**src/rtl/rv32_execute_alu_branch_unit_macros.svh**
```systemverilog
// Assertion macros for the RV32I execute ALU and branch unit.
// Used by the top level; expects a clock named i_clk and a reset named i_rst_n.
`ifndef RV32_EXECUTE_ALU_BRANCH_UNIT_MACROS_SVH
`define RV32_EXECUTE_ALU_BRANCH_UNIT_MACROS_SVH

// The consequent must hold in the same cycle as the antecedent.
`define RV32EXAB_ASSERT_SAME(label, ante, cons, msg) \
    label: assert property (@(posedge i_clk) disable iff (!i_rst_n) \
        (ante) |-> (cons)) else $error(msg);

// The consequent must hold in the cycle after the antecedent.
`define RV32EXAB_ASSERT_NEXT(label, ante, cons, msg) \
    label: assert property (@(posedge i_clk) disable iff (!i_rst_n) \
        (ante) |=> (cons)) else $error(msg);

`endif

```
**src/rtl/rv32exab_pkg.sv**
```systemverilog
// Types and constants shared by the RV32I execute ALU and branch unit.
// No dependencies.
package rv32exab_pkg;

    localparam int unsigned XLEN = 32;

    typedef logic [XLEN-1:0] t_word;
    typedef logic [2:0]      t_funct3;
    typedef logic [6:0]      t_funct7;
    typedef logic [4:0]      t_reg_idx;

    typedef enum logic [2:0] {
        CLS_RTYPE  = 3'd0,
        CLS_ITYPE  = 3'd1,
        CLS_LOAD   = 3'd2,
        CLS_STORE  = 3'd3,
        CLS_BRANCH = 3'd4,
        CLS_JAL    = 3'd5,
        CLS_JALR   = 3'd6,
        CLS_LUI    = 3'd7
    } t_op_class;

    // ALU operations selected by funct3.
    localparam t_funct3 F3_ADD  = 3'd0;
    localparam t_funct3 F3_SLL  = 3'd1;
    localparam t_funct3 F3_SLT  = 3'd2;
    localparam t_funct3 F3_XOR  = 3'd4;
    localparam t_funct3 F3_SR   = 3'd5;
    localparam t_funct3 F3_OR   = 3'd6;
    localparam t_funct3 F3_AND  = 3'd7;

    // Branch conditions selected by funct3.
    localparam t_funct3 F3_BEQ  = 3'd0;
    localparam t_funct3 F3_BNE  = 3'd1;
    localparam t_funct3 F3_BLT  = 3'd4;
    localparam t_funct3 F3_BGE  = 3'd5;

    localparam t_funct7 F7_ALT      = 7'h20;
    localparam t_word   LINK_OFFSET = 32'd4;

    typedef struct packed {
        t_op_class op_class;
        t_funct3   funct3;
        t_funct7   funct7;
        t_word     operand_a;
        t_word     operand_b;
        t_word     immediate;
        t_reg_idx  dest_reg;
        t_word     instr_addr;
    } t_in_item;

    typedef struct packed {
        t_word    result;
        logic     write_enable;
        t_reg_idx write_reg;
        logic     branch_taken;
        t_word    branch_target;
        logic     dropped;
    } t_out_item;

endpackage

```
**src/rtl/rv32exab_core.sv**
```systemverilog
// Combinational ALU, branch compare and writeback control for one instruction.
// Depends on rv32exab_pkg.
module rv32exab_core
    import rv32exab_pkg::*;
(
    input  t_in_item  i_item,
    output t_out_item o_item
);

    t_word    w_alu;
    t_word    w_link;
    logic     w_alt_sub;
    logic     w_alt_sra;
    logic     w_cond;
    logic     w_writes;
    logic [4:0] w_sh;
    t_word    w_res;
    logic     w_drop;
    logic     w_is_branch;

    assign w_sh = i_item.operand_b[4:0];

    always_comb begin
        w_alt_sub = 1'b0;
        w_alt_sra = 1'b0;
        if (i_item.op_class == CLS_RTYPE) begin
            w_alt_sub = (i_item.funct7 == F7_ALT);
            w_alt_sra = (i_item.funct7 == F7_ALT);
        end else begin
            // Immediate shifts carry their funct7 in the upper immediate bits.
            w_alt_sra = (i_item.operand_b[11:5] == F7_ALT);
        end
    end

    always_comb begin
        unique case (i_item.funct3)
            F3_ADD:  w_alu = w_alt_sub ? (i_item.operand_a - i_item.operand_b)
                                       : (i_item.operand_a + i_item.operand_b);
            F3_SLL:  w_alu = i_item.operand_a << w_sh;
            F3_SLT:  w_alu = {{(XLEN-1){1'b0}},
                              ($signed(i_item.operand_a) < $signed(i_item.operand_b))};
            F3_XOR:  w_alu = i_item.operand_a ^ i_item.operand_b;
            F3_SR:   w_alu = w_alt_sra ? t_word'($signed(i_item.operand_a) >>> w_sh)
                                       : (i_item.operand_a >> w_sh);
            F3_OR:   w_alu = i_item.operand_a | i_item.operand_b;
            F3_AND:  w_alu = i_item.operand_a & i_item.operand_b;
            default: w_alu = '0;
        endcase
    end

    always_comb begin
        unique case (i_item.funct3)
            F3_BEQ:  w_cond = (i_item.operand_a == i_item.operand_b);
            F3_BNE:  w_cond = (i_item.operand_a != i_item.operand_b);
            F3_BLT:  w_cond = ($signed(i_item.operand_a) < $signed(i_item.operand_b));
            F3_BGE:  w_cond = ($signed(i_item.operand_a) >= $signed(i_item.operand_b));
            default: w_cond = 1'b0;
        endcase
    end

    assign w_link = i_item.instr_addr + LINK_OFFSET;

    always_comb begin
        w_res       = '0;
        w_writes    = 1'b0;
        w_drop      = 1'b0;
        w_is_branch = 1'b0;
        unique case (i_item.op_class)
            CLS_RTYPE, CLS_ITYPE: begin
                w_res    = w_alu;
                w_writes = 1'b1;
            end
            CLS_LOAD, CLS_STORE: begin
                w_drop = 1'b1;
            end
            CLS_BRANCH: begin
                w_is_branch = 1'b1;
            end
            CLS_JAL, CLS_JALR: begin
                w_res    = w_link;
                w_writes = 1'b1;
            end
            CLS_LUI: begin
                w_res    = i_item.immediate;
                w_writes = 1'b1;
            end
            default: begin
                w_res = '0;
            end
        endcase
    end

    // A write to x0 is suppressed, but the computed value is still reported.
    always_comb begin
        o_item.result        = w_res;
        o_item.write_enable  = w_writes && (i_item.dest_reg != '0);
        o_item.write_reg     = o_item.write_enable ? i_item.dest_reg : '0;
        o_item.branch_taken  = w_is_branch && w_cond;
        o_item.branch_target = o_item.branch_taken
                             ? (i_item.instr_addr + i_item.immediate) : '0;
        o_item.dropped       = w_drop;
    end

endmodule

```
**config.mk**
```make
export PLATFORM = sky130hd
export DESIGN_NAME = rv32exab_core
export DESIGN_NICKNAME = d
export VERILOG_FILES = /design/src/rtl/rv32_execute_alu_branch_unit_macros.svh /design/src/rtl/rv32exab_pkg.sv /design/src/rtl/rv32exab_core.sv
export SDC_FILE = /design/constraint.sdc
export NUM_CORES = 1
export LEC_CHECK = 0
export ABC_AREA = 1
export BUFFER_PORTS_ARGS = -buffer_cell sky130_fd_sc_hd__buf_2
export CAP_MARGIN = 5
export CORE_MARGIN = 1.5
export CORE_UTILIZATION = 30
export DETAILED_ROUTE_END_ITERATION = 16
export PLACE_DENSITY = 0.46
export RECOVER_POWER = 25
export SYNTH_ARGS = -nofsm -noshare
export SYNTH_HDL_FRONTEND = slang
export SYNTH_SLANG_ARGS = --single-unit
```
**constraint.sdc**
```tcl
create_clock -name vclk -period 8.1
set_input_delay 2.43 -clock vclk [all_inputs]
set_output_delay 2.43 -clock vclk [all_outputs]
set_load 0.05 [all_outputs]
```
Word-level counts from Yosys, hierarchy flattened
Cells that the tools add are included.
{ "classes": {"add_sub_neg": 4, "mul": 0, "n_div": 0, "magnitude_cmp": 2, "eq_ne": 17, "shift": 3, "n_mux": 12, "n_bitwise": 3, "n_reduce_logical": 9} }
{ "op_table": {"columns": ["op", "count"], "rows": [
  ["32-bit one-hot mux with 7 select lines", 1],
  ["32-bit 2-to-1 mux", 3],
  ["32-bit one-hot mux with 3 select lines", 1],
  ["32-bit adder", 2],
  ["32-bit by 3-bit adder with 32-bit output (second input constant)", 1],
  ["32-bit AND", 1],
  ["32-bit equality test", 1],
  ["32-bit >= comparator", 1],
  ["32-bit less-than comparator", 1],
  ["32-bit != test", 1],
  ["32-bit OR", 1],
  ["32-bit by 5-bit left shift with 32-bit output", 1],
  ["32-bit by 5-bit >> shifter with 32-bit output", 1],
  ["32-bit by 5-bit >>> shifter with 32-bit output", 1],
  ["32-bit subtractor", 1],
  ["32-bit bitwise XOR", 1],
  ["3-bit equality test (second input constant)", 8],
  ["7-bit by 6-bit equality test with 1-bit output (second input constant)", 2],
  ["3-bit by 2-bit equality test with 1-bit output (second input constant)", 3],
  ["3-bit by 1-bit equality test with 1-bit output (second input constant)", 2],
  ["3-bit logical NOT", 2],
  ["2-bit OR reduction", 3],
  ["1-bit 2-to-1 mux", 5],
  ["5-bit 2-to-1 mux", 1],
  ["4 further kinds", 5]
]} }
{ "word_totals": {"reg_bits": 0, "latchBits": 0, "ram_bits": 0, "romBits": 0, "input_bits": 146, "out_inout_bits": 72, "mem_count": 0} }

Depth between registers and ports, before layout
{ "logic_depth": {"depth_word": 5, "ltp_mapped": 22} }

Least setup slack after synthesis
OpenSTA, ideal clock, no wires.
{ "synth_path": {"kind": "in2out", "start": "input port i_item[71] (netlist bit)", "end": "output port o_item[18] (netlist bit)", "t_arrival_ns": 5.190, "required_time_ns": 5.670, "slack_ns": 0.480, "path_stages": 20, "n_path_buf": 3, "path_cell_list": "buf_2 inv_2 buf_2 buf_1 ha_1 nor2_1 nand2_1 nand2_2 nand2_1 nand2_2 nand2_1 nand2_2 nand2_2 nand2_1 nand2_2 nand3b_1 nand2_1 nand2_2 nand2_4 nor2_1"} }
{ "synth_lines": {"columns": ["element", "line", "text"], "rows": [
  ["start, declared", "rv32exab_core.sv:6", "input t_in_item i_item,"],
  ["end, declared", "rv32exab_core.sv:7", "output t_out_item o_item"]
]} }

==> results.md <==
| Quantity | Value | Unit |
|---|---|---|
| Minimum period implied by the final worst setup slack | 7.92 | ns |
| Die Outline Area | 45400 | µm² |
| Post-DRT Antenna Nets | 0 | - |
| Leakage | 8.17 | nW |
| Routed wire length per instance | 21.9 | µm |
| Fin. max-slew vios | 0 | - |
| Wire length of the first global-routing pass | 109000 | µm |
| Worst Max-Slew Pin Slew | 0.987 | ns |
| Count of flip-flops and latches | 0 | - |
| Non-Filler Cell Area, Final | 15000 | µm² |
| Accumulated negative setup slack | 0 | ns |
| Type of the most critical hold path | input port to output pin | - |
| CP Class | input port to output pin | - |
| Area of the mapped netlist | 13200 | µm² |
| Worst slew slack as a fraction of its limit | 34.1 | % |
| Via count of the first global-routing pass | 17600 | - |
| Critical path's top delay family | simple AND/OR/NAND/NOR gates | - |
| Maximum capacitance violations | 0 | - |
| Leftover overflow at the end of global routing | 0 | - |
| Maximum number of pins on one net before global-route repair | 81 | - |
| Cell area after placement | 15000 | µm² |
| Number of hold violations in the final report | 0 | - |
| Core region area | 43400 | µm² |
| Mapped Avg Cell Area | 4.99 | µm² |
| Area occupied by multi-input gates | 11400 | µm² |
| Element type at the critical path start | input port | - |
| Via count | 18800 | - |
| Largest driver fanout on the critical path | 6 | - |
| Std-Cell Rows | 76 | - |
| Slowest stage delay, CP | 0.49 | ns |
| Number of top-level pins | 218 | - |
| Post-synthesis instance total | 2652 | - |
| Die outline width | 213 | µm |
| Worst hold margin | 5.31 | ns |
| Highest clock rate | 126 | MHz |
| Layout Nets | 3107 | - |
| Required time reported for the critical path endpoint | 5.67 | ns |
| Final number of setup-violating endpoints | 0 | - |
| Initial antenna violation count | 5 | - |
| Worst-path cell chain | buf_2 -> inv_1 -> ha_1 -> buf_4 -> inv_1 -> a21oi_1 -> inv_1 -> nand2_1 -> nand2_1 -> nand2_1 -> nand2_1 -> nor2_1 -> nand2_1 -> nand2_1 -> nand2_1 -> nand2_1 -> nand3_1 -> nand2_1 -> nand2_1 -> nand2_1 -> buf_2 | - |
| Commonest non-fill, non-tap cells in the layout | nand2_1, inv_1, nand3_1 | - |
| Slowest stage cell, crit path | a21oi_1 | - |
| Outcome | complete, no violations | - |
| Sum of internal, switching and leakage power | 1.12 | mW |
| Proportion of synthesized chip area in sequential cells | 0 | % |
| Port buffer count | 218 | - |
| Final weighted congestion of routability-driven global placement | 1.03 | - |
| CLK BUF | 0 | - |
| Estimated wirelength of the detail-placed design | 63900 | µm |
| Cell type with the highest occurrence count on the critical path | nand2_1 | - |
| Share of the core filled with cells | 34.7 | % |
| Final clock period utilization by the worst path | 97.8 | % |
| Total power density per cell area | 74.5 | nW/µm² |
| Arrival time at the worst endpoint | 5.49 | ns |
| Worst VDD drop | 0.0451 | mV |
| Drt total wl | 74800 | µm |
| GRT Overall Usage | 31.9 | % |
| Setup repair after global routing missed its margin | false | - |
| Sequential cell area | 0 | µm² |
| First-pass iteration count of the detailed router | 7 | - |
| Most common library cell in the layout ignoring fill and taps | nand2_1 | - |
| Number of design-rule violations left by the first detailed-router iteration | 2405 | - |
| Setup crit end kind | output pin | - |
| Number of filler cells placed in the layout | 5170 | - |
| Via-to-Cell Ratio | 5.50 | - |
| Crit path buf inv count | 6 | - |
| Proportion of layout cells with a drive suffix above 1 | 13.0 | % |
| Count of unique library cells instantiated by Yosys | 55 | - |
| Die Height | 213 | µm |
| Starting density of the core | 30.5 | % |
| Setup bufs post-CTS | 0 | - |
| DRC viols | 0 | - |
| Count of synthesis-stage warnings from yosys | 0 | - |
| Synthesized Nets | 2931 | - |
| Growth of design area from synthesis to finish | 13.5 | % |
-- cell families after synthesis --
logic type                 Yosys count  synth area share (%)
muxes                                3                 0.227
AOI/OAI and AO/OA                  482                  20.8
and+or+nand+nor                   1523                  49.3
buffers and inverters              471                  14.3
adders and majority gates          133                  12.7
xor gates and xnor gates            40                  2.65
-- per-layer routing --
metal / routed length [µm] / up-vias / GRT usage [%]
met3: 5580 / 155 / 3.77
met5: 21 / - / 0
met1: 31200 / 8702 / 41.2
li1: - / 8966 / -
met2: 34300 / 923 / 53.9
met4: 3660 / 4 / 12.3
-- worst paths after layout --
path              cells after the start   startpoint    endpoint  slack (ns)
setup / recovery                     21  i_item[119]  o_item[65]        0.18
hold / removal                        4   i_item[39]  o_item[42]        5.31
-- cell usage after synthesis, types with 3 or more instances --
cell type / number / share of area [%]
nor2_2: 39 / 1.8
a21oi_2: 6 / 0.40
buf_6: 4 / 0.34
a22o_1: 3 / 0.20
o21a_1: 9 / 0.51
nand2_2: 10 / 0.47
clkbuf_1: 36 / 1.0
nand3_1: 253 / 9.6
nand3b_1: 7 / 0.40
or2_2: 6 / 0.28
or2_1: 4 / 0.19
a221oi_1: 13 / 0.86
a21oi_1: 172 / 6.5
clkinv_1: 3 / 0.085
nor3_2: 3 / 0.23
a21o_1: 5 / 0.28
ha_1: 130 / 12
xnor2_1: 15 / 0.99
buf_2: 39 / 1.5
nor2_4: 13 / 1.1
inv_2: 17 / 0.48
buf_1: 19 / 0.54
o22ai_1: 11 / 0.52
a31oi_1: 7 / 0.33
mux2i_1: 3 / 0.23
o211ai_1: 31 / 1.8
o21ai_0: 144 / 5.4
nand2_1: 871 / 25
buf_4: 7 / 0.40
inv_1: 345 / 9.8
a32o_1: 3 / 0.23
fa_1: 3 / 0.45
o21bai_1: 21 / 1.2
o21ai_1: 38 / 1.4
nor2_1: 228 / 6.5
nor3_1: 36 / 1.4
xor2_1: 25 / 1.7
o221ai_1: 5 / 0.33
o31ai_1: 4 / 0.23
nand4_1: 37 / 1.7
a22oi_1: 3 / 0.17
nor4_1: 6 / 0.28
-- stage by stage --
stage	std cells	setup WS [ns]
after CTS	3411	0.204
final	3412	0.179
after floorplan	2652	0.480
after global routing	3412	0.0151
after global placement	3411	0.221
after detailed placement	3411	0.212
-- what timing repair did --
item,CTS,global route
hold buffers,0,0
gates resized for setup,0,1
setup endpoints to repair,0,16
-- area by class of cell --
type	count	share of cell area [%]
Multi-Input combinational cell	2181	75.6
Tap cell	585	4.87
Inverter	365	9.12
Timing Repair Buffer	280	10.4
Antenna cell	1	0.0166
-- report_power, final --
part	switching [mW]	internal [mW]
clock	0	0.0000000165
sequential	0	0
combinational	0.803	0.316
Power figures use the tool's default switching activity.
